<file path="config.mk">
export PLATFORM = sky130hd
export DESIGN_NAME = multi_width_crc_engine
export DESIGN_NICKNAME = d
export VERILOG_FILES = /design/src/rtl/mwc_pkg.sv /design/src/rtl/mwc_front.sv /design/src/rtl/mwc_back.sv /design/src/rtl/multi_width_crc_engine.sv
export VERILOG_INCLUDE_DIRS = /design/src /design/src/rtl
export SDC_FILE = /design/constraint.sdc
export NUM_CORES = 1
export LEC_CHECK = 0
export ABC_AREA = 1
export ABC_CLOCK_PERIOD_IN_PS = 6530
export BUFFER_PORTS_ARGS = -buffer_cell sky130_fd_sc_hd__buf_2
export CAP_MARGIN = 20
export CORE_ASPECT_RATIO = 0.9
export CORE_MARGIN = 3
export CORE_UTILIZATION = 50
export CTS_BUF_LIST = sky130_fd_sc_hd__clkbuf_4 sky130_fd_sc_hd__clkbuf_8 sky130_fd_sc_hd__clkbuf_16
export CTS_CLUSTER_SIZE = 24
export DETAILED_ROUTE_END_ITERATION = 7
export GPL_TIMING_DRIVEN = 0
export PLACE_DENSITY = 0.77
export RECOVER_POWER = 25
export SETUP_SLACK_MARGIN = 0.5
export SKIP_LAST_GASP = 1
export SLEW_MARGIN = 20
export SYNTH_ARGS = -nofsm -noshare
export SYNTH_HDL_FRONTEND = slang
export SYNTH_HIERARCHICAL = 1
export SYNTH_SLANG_ARGS = --single-unit
</file>
<file path="constraint.sdc">
create_clock -name clk -period 6.53 [get_ports clk]
set_input_delay 0 -clock clk [delete_from_list [all_inputs] [get_ports clk]]
set_output_delay 0 -clock clk [all_outputs]
set_load 0.005 [all_outputs]
</file>
<file path="src/rtl/assert_macros.svh">
// ----------------------------------------------------------------------------
// Assertion macros
// Shared concurrent assertion forms for the CRC engine blocks.
// ----------------------------------------------------------------------------
`ifndef ASSERT_MACROS_SVH
`define ASSERT_MACROS_SVH

`ifndef SYNTHESIS

// The property must hold at every clock edge outside reset.
`define ASSERT_AT(label, clk, rst, prop) \
  label: assert property (@(posedge clk) disable iff (rst) (prop)) \
    else $error("assertion failed");

// The condition must never be true outside reset.
`define ASSERT_NEVER(label, clk, rst, cond) \
  label: assert property (@(posedge clk) disable iff (rst) !(cond)) \
    else $error("forbidden condition seen");

`else

`define ASSERT_AT(label, clk, rst, prop)
`define ASSERT_NEVER(label, clk, rst, cond)

`endif

`endif

</file>
<file path="src/rtl/mwc_pkg.sv">
`timescale 1ns / 1ps
// ----------------------------------------------------------------------------
// Multi-width CRC package
// Types, constants and the byte-wide CRC update shared by the engine.
// ----------------------------------------------------------------------------
package mwc_pkg;

  localparam int BLOCK_BYTES = 512;
  localparam int CNT_W       = $clog2(BLOCK_BYTES + 1);
  localparam logic [CNT_W-1:0] BLOCK_CNT = CNT_W'(BLOCK_BYTES);

  localparam int QUEUE_DEPTH = 4;
  localparam int QPTR_W      = $clog2(QUEUE_DEPTH);
  localparam int QCNT_W      = $clog2(QUEUE_DEPTH + 1);

  localparam logic [15:0] POLY_RESET = 16'h1021;

  typedef enum logic [1:0] {
    MODE_CRC8  = 2'd0,
    MODE_CRC7  = 2'd1,
    MODE_CRC16 = 2'd2,
    MODE_BLOCK = 2'd3
  } mwc_mode_t;

  typedef enum logic {
    CFG_MODE = 1'b0,
    CFG_POLY = 1'b1
  } mwc_cfg_t;

  typedef enum logic {
    ST_RUN = 1'b0,
    ST_PAD = 1'b1
  } mwc_state_t;

  // One queued word, with the configuration that was live when it arrived.
  typedef struct packed {
    logic [7:0]  data;
    logic        last;
    mwc_mode_t   mode;
    logic [15:0] poly;
  } mwc_item_t;

  // Shifts one byte, MSB first, into a CRC of the width that the mode selects.
  function automatic logic [15:0] crc_feed(input logic [15:0] crc_in,
                                           input logic [7:0]  data,
                                           input mwc_mode_t   mode,
                                           input logic [15:0] poly);
    logic [15:0] mask;
    logic [15:0] crc;
    logic        top;
    logic        fb;
    unique case (mode) inside
      MODE_CRC8:              mask = 16'h00FF;
      MODE_CRC7:              mask = 16'h007F;
      MODE_CRC16, MODE_BLOCK: mask = 16'hFFFF;
      default:                mask = 16'hFFFF;
    endcase
    crc = crc_in & mask;
    for (int b = 7; b >= 0; b--) begin
      unique case (mode) inside
        MODE_CRC8:              top = crc[7];
        MODE_CRC7:              top = crc[6];
        MODE_CRC16, MODE_BLOCK: top = crc[15];
        default:                top = crc[15];
      endcase
      fb  = top ^ data[b];
      crc = (crc << 1) & mask;
      if (fb) begin
        crc = crc ^ (poly & mask);
      end
    end
    return crc;
  endfunction

endpackage

</file>
<file path="src/rtl/mwc_front.sv">
`timescale 1ns / 1ps
`include "assert_macros.svh"
// ----------------------------------------------------------------------------
// CRC engine front end
// Holds the configuration registers and queues incoming words together with
// the mode and polynomial that apply to them.
// ----------------------------------------------------------------------------
module mwc_front
  import mwc_pkg::*;
(
  input  logic        clk,
  input  logic        rst,
  input  logic        push,
  output logic        full,
  input  logic [7:0]  data_byte,
  input  logic        last,
  input  logic        cfg_write,
  input  logic        cfg_index,
  input  logic [15:0] cfg_data,
  output logic        q_valid,
  output mwc_item_t   q_item,
  input  logic        q_take
);

  mwc_mode_t   mode;
  logic [15:0] polynomial;

  mwc_item_t   entries [QUEUE_DEPTH];
  logic [QPTR_W-1:0] wr_ptr;
  logic [QPTR_W-1:0] rd_ptr;
  logic [QCNT_W-1:0] count;
  logic        accept;
  logic        take;

  assign full    = (count == QCNT_W'(QUEUE_DEPTH));
  assign q_valid = (count != '0);
  assign q_item  = entries[rd_ptr];
  assign accept  = push && !full;
  assign take    = q_take && q_valid;

  always_ff @(posedge clk) begin
    if (rst) begin
      mode       <= MODE_CRC16;
      polynomial <= POLY_RESET;
    end else if (cfg_write) begin
      unique case (mwc_cfg_t'(cfg_index))
        CFG_MODE: mode       <= mwc_mode_t'(cfg_data[1:0]);
        CFG_POLY: polynomial <= cfg_data;
        default:  mode       <= mode;
      endcase
    end
  end

  always_ff @(posedge clk) begin
    if (accept) begin
      entries[wr_ptr] <= '{data: data_byte, last: last, mode: mode, poly: polynomial};
    end
  end

  always_ff @(posedge clk) begin
    if (rst) begin
      wr_ptr <= '0;
      rd_ptr <= '0;
      count  <= '0;
    end else begin
      if (accept) begin
        wr_ptr <= (wr_ptr == QPTR_W'(QUEUE_DEPTH - 1)) ? '0 : wr_ptr + 1'b1;
      end
      if (take) begin
        rd_ptr <= (rd_ptr == QPTR_W'(QUEUE_DEPTH - 1)) ? '0 : rd_ptr + 1'b1;
      end
      if (accept && !take) begin
        count <= count + 1'b1;
      end else if (take && !accept) begin
        count <= count - 1'b1;
      end
    end
  end

  `ASSERT_NEVER(a_count_bound, clk, rst, count > QCNT_W'(QUEUE_DEPTH))
  `ASSERT_AT(a_count_up, clk, rst, (accept && !take) |=> (count == $past(count) + 1'b1))
  `ASSERT_AT(a_count_down, clk, rst, (take && !accept) |=> (count == $past(count) - 1'b1))

endmodule

</file>
<file path="src/rtl/mwc_back.sv">
`timescale 1ns / 1ps
`include "assert_macros.svh"
// ----------------------------------------------------------------------------
// CRC engine back end
// Folds one queued word per cycle, unless padding or held for the result slot, into
// the running CRC, pads fixed blocks with zero bytes and holds the final CRC till popped.
// ----------------------------------------------------------------------------
module mwc_back
  import mwc_pkg::*;
(
  input  logic        clk,
  input  logic        rst,
  input  logic        q_valid,
  input  mwc_item_t   q_item,
  output logic        q_take,
  output logic        empty,
  input  logic        pop,
  output logic [15:0] crc_value
);

  mwc_state_t       state;
  mwc_state_t       state_next;
  logic [15:0]      crc_reg;
  logic [CNT_W-1:0] byte_count;
  logic [15:0]      pad_poly;
  logic             res_valid;
  logic [15:0]      res_crc;

  logic             out_free;
  logic             feed_ok;
  logic [15:0]      crc_fed;
  logic [15:0]      crc_run;
  logic [CNT_W-1:0] cnt_inc;
  logic             need_pad;
  logic [15:0]      pad_crc;
  logic             pad_done;
  logic             take;
  logic             pad_step;
  logic             res_load;

  assign out_free  = !res_valid || pop;
  assign empty     = !res_valid;
  assign crc_value = res_crc;

  // Datapath: one byte through the CRC per cycle, either a real word or a pad byte.
  always_comb begin
    crc_fed  = crc_feed(crc_reg, q_item.data, q_item.mode, q_item.poly);
    feed_ok  = (q_item.mode != MODE_BLOCK) || (byte_count < BLOCK_CNT);
    crc_run  = feed_ok ? crc_fed : crc_reg;
    cnt_inc  = (byte_count < BLOCK_CNT) ? byte_count + 1'b1 : byte_count;
    need_pad = q_item.last && (q_item.mode == MODE_BLOCK) && (cnt_inc < BLOCK_CNT);
    pad_crc  = crc_feed(crc_reg, 8'h00, MODE_BLOCK, pad_poly);
    pad_done = ((byte_count + 1'b1) == BLOCK_CNT);
  end

  always_comb begin
    state_next = state;
    unique case (state)
      ST_RUN: begin
        if (take && need_pad) begin
          state_next = ST_PAD;
        end
      end
      ST_PAD: begin
        if (pad_step && pad_done) begin
          state_next = ST_RUN;
        end
      end
      default: state_next = ST_RUN;
    endcase
  end

  // A last word only leaves the queue when the result slot can take its CRC.
  always_comb begin
    take     = 1'b0;
    pad_step = 1'b0;
    unique case (state)
      ST_RUN:  take     = q_valid && (!q_item.last || out_free);
      ST_PAD:  pad_step = !pad_done || out_free;
      default: take     = 1'b0;
    endcase
    res_load = (take && q_item.last && !need_pad) || (pad_step && pad_done);
    q_take   = take;
  end

  always_ff @(posedge clk) begin
    if (rst) begin
      state      <= ST_RUN;
      crc_reg    <= '0;
      byte_count <= '0;
      res_valid  <= 1'b0;
    end else begin
      state <= state_next;
      if (take) begin
        if (q_item.last && !need_pad) begin
          crc_reg    <= '0;
          byte_count <= '0;
        end else begin
          crc_reg    <= crc_run;
          byte_count <= cnt_inc;
        end
      end else if (pad_step) begin
        if (pad_done) begin
          crc_reg    <= '0;
          byte_count <= '0;
        end else begin
          crc_reg    <= pad_crc;
          byte_count <= byte_count + 1'b1;
        end
      end
      if (res_load) begin
        res_valid <= 1'b1;
      end else if (pop) begin
        res_valid <= 1'b0;
      end
    end
  end

  always_ff @(posedge clk) begin
    if (take && need_pad) begin
      pad_poly <= q_item.poly;
    end
    if (res_load) begin
      res_crc <= take ? crc_run : pad_crc;
    end
  end

  `ASSERT_NEVER(a_count_bound, clk, rst, byte_count > BLOCK_CNT)
  `ASSERT_NEVER(a_pad_count, clk, rst, (state == ST_PAD) && (byte_count >= BLOCK_CNT))
  `ASSERT_NEVER(a_no_take_in_pad, clk, rst, (state == ST_PAD) && q_take)
  `ASSERT_AT(a_no_overwrite, clk, rst, res_load |-> out_free)

endmodule

</file>
<file path="src/rtl/multi_width_crc_engine.sv">
`timescale 1ns / 1ps
// ----------------------------------------------------------------------------
// Multi-width CRC engine
// MSB-first CRC-8, CRC-7, CRC-16 or zero-padded block CRC-16 over bytes.
// ----------------------------------------------------------------------------
// Throughput: one byte per cycle, set by the byte-wide CRC update in the back end,
//   except while padding runs or a last word waits for the result slot.
// Result: the last byte passes the queue and the back end, which registers its CRC;
//   in block mode one zero byte per missing byte (BLOCK_BYTES - n) is fed first.
// A four-word queue lets input continue while padding runs or a result waits.
// Reset (rst, synchronous): queue and result emptied, CRC and count cleared,
//   mode set to CRC-16 and polynomial to 0x1021.
module multi_width_crc_engine
  import mwc_pkg::*;
(
  input  logic        clk,
  input  logic        rst,
  input  logic        push,
  output logic        full,
  input  logic [7:0]  data_byte,
  input  logic        last,
  output logic        empty,
  input  logic        pop,
  output logic [15:0] crc_value,
  input  logic        cfg_write,
  input  logic        cfg_index,
  input  logic [15:0] cfg_data
);

  logic      q_valid;
  logic      q_take;
  mwc_item_t q_item;

  mwc_front u_front (
    .clk       (clk),
    .rst       (rst),
    .push      (push),
    .full      (full),
    .data_byte (data_byte),
    .last      (last),
    .cfg_write (cfg_write),
    .cfg_index (cfg_index),
    .cfg_data  (cfg_data),
    .q_valid   (q_valid),
    .q_item    (q_item),
    .q_take    (q_take)
  );

  mwc_back u_back (
    .clk       (clk),
    .rst       (rst),
    .q_valid   (q_valid),
    .q_item    (q_item),
    .q_take    (q_take),
    .empty     (empty),
    .pop       (pop),
    .crc_value (crc_value)
  );

endmodule

</file>
==> metrics.txt <==
Worst Setup End Kind=register; Starting Density=0.515; antenna violations before repair=0; sequential share of the synthesized area=0.418; IO Pins=49; Top FF cell, synth=edfxtp_1; final hold violations=0; Final Non-Filler Cells=2112; Tmin final=6.35 ns; Synth area leader=edfxtp_1; Ys Warns=6; # rows=54; DRT iter0 DRCs=1571; area grow syn2layout=24.5%; RSZ-0062 raised after global routing=yes; post-route ant nets=0; status=complete, no violations; global-route wire length before repair=57000 um; max FFs per register=108; total CTS buffers=17; root buf cell=clkbuf_16; final period utilization=0.972; Mean Syn Cell Area=8.00 um2; Biggest register=u_front/entries; flops & latches, synth=195; vias in the first global route=11.1k; CTS sink cnt=195; via count=11.9k; Fin Setup TNS=0 ns; Worst-path clk slew=0.09 ns; die area=27300 um2; HP Start=rst; Crit path top cell by count=nand2_2; Fmax=157 MHz; Worst Path Required=6.70 ns; Post-synth EDFFs=140; Critical-path top delay cell=dfxtp_4; largest net degree at the start of global routing=26; post-synth net total=1625; GRT Total Usage=0.263; CP Class=reg2reg; GPL Wtd Cong=0.928; CORE AREA=24600 um2; Layout Utilization=0.642; drt drc=0; Distinct cells, synth=44; most common cell in the netlist=nand2_1; # diodes=0; # nets final=1803; worst clock skew=0.0213 ns; Die Ht=157 um; nature of the critical path startpoint=register; synth top area cells=edfxtp_1, nand2_1, xor2_1; Max Slew Vio Count=0; Synth top cells by count=nand2_1, nor2_1, xor2_1; CP max FO=10; Slew headroom=0.362; drt pass-1 iters=6; Synth Cell Area=12700 um2; Routed WL=37500 um; Port Buffers=48; layout cells sized above 1=0.213; DR WL/cell=17.7 um; share of the synthesized area in the top cell type=0.332; Critical Path AT=6.52 ns; GRT overflow=0; DP Wirelength=24700 um; placed cells=1974; DR vias/cell=5.65; Worst Tran Pin Value=0.957 ns; Synth Instances=1585; fraction of registers with async set/reset=0; Die X-Extent=174 um; CTS HTree Levels=4; Clock Latency Late Sink=0.46 ns; CTS tree=yes; slowest stage delay, CP=0.37 ns; total of max-cap violations=0; final number of setup-violating endpoints=0; type of the worst min-delay path=in2reg; largest buffer count on any clock path=2
==> final timing paths <==
kind,cells past startpoint,to,slack [ns]
max,50,u_back/crc_value[15]$_DFFE_PP_,0.18
min,3,u_front/count[0]$_SDFFE_PP0P_,0.29
max reg2reg,50,u_back/crc_value[15]$_DFFE_PP_,0.18
min reg2reg,2,u_back/byte_count[3]$_SDFFE_PP0P_,0.47
==> critical path, delay by kind of cell, from the launching register on <==
kind / cells / cell delay, ns
and+or+nand+nor: 40 / 4.21
buffers and inverters: 6 / 0.79
xor gates and xnor gates: 2 / 0.42
DFF: 1 / 0.37
AOI/OAI and AO/OA: 2 / 0.24
==> metrics by stage <==
| stage | setup slack (ns) | area (um2) | hold slack, ns |
|---|---|---|---|
| final | 0.181 | 15800 | 0.294 |
| after floorplan | 1.06 | 12700 | 0.0724 |
| after global placement | -0.374 | 13300 | 0.210 |
| after CTS | 0.501 | 15100 | 0.279 |
| after detailed placement | -0.536 | 13500 | 0.210 |
| after global routing | -0.181 | 15800 | 0.304 |
==> cell type report <==
| type | count | area, um2 |
|---|---|---|
| Fill cell | 1962 | 8820 |
| Multi-Input combinational cell | 1200 | 7100 |
| Sequential cell | 195 | 5310 |
| Timing Repair Buffer | 159 | 1310 |
| Inverter | 127 | 497 |
| Buffer | 63 | 484 |
| Clock buffer | 17 | 425 |
| Tap cell | 336 | 420 |
| Clock inverter | 15 | 228 |
==> logic make-up after synthesis <==
logic type               count (synthesis)  synth area share
XOR/XNOR                               208             0.150
buffers and inverters                  190            0.0709
AO/OA/AOI/OAI                          212            0.0879
flip-flops                             195             0.418
adder cells (fa/ha/maj)                  9           0.00948
AND/OR/NAND/NOR                        771             0.264
==> layout by cell type (no fill, tap or decap), drive strengths merged <==
cell type and instances:
xnor2 61, nor3 5, a22oi 1, clkinv 15, dfxtp 55, xor2 142
nand3b 8, dlygate4sd3 37, a211oi 1, buf 153, a21oi 53, xnor3 5
o22ai 27, o21ai 124, nor4 2, nor2 237, nand2 384, nand3 112
edfxtp 140, a31oi 3, dlygate4sd1 1, o21bai 1, nand4 20, or2 3
clkbuf 48, inv 127, ha 8, fa 1, a21o 2
==> routing by layer <==
metal / global-route usage / wire, um / part of all wire / vias to the layer above
li1: - / - / - / 5543
met3: 0.0391 / 3280 / 0.087 / 119
met1: 0.345 / 15200 / 0.40 / 5644
met2: 0.449 / 17800 / 0.48 / 632
met5: 0 / 0 / 0 / -
met4: 0.0873 / 1190 / 0.032 / 0
==> timing repair <==
| item | CTS | global route |
|---|---|---|
| buffers inserted | 39 | 27 |
| endpoints found under the hold margin | 59 | 0 |
| resized for setup | 72 | 113 |
| endpoints found under the setup margin | 32 | 32 |
| pin swaps | 26 | 66 |
| cloned | 1 | 2 |
| hold buffers | 37 | 0 |
Power is not shown: default switching activity piles up to over one toggle a cycle in this logic, so the estimate is an artifact.
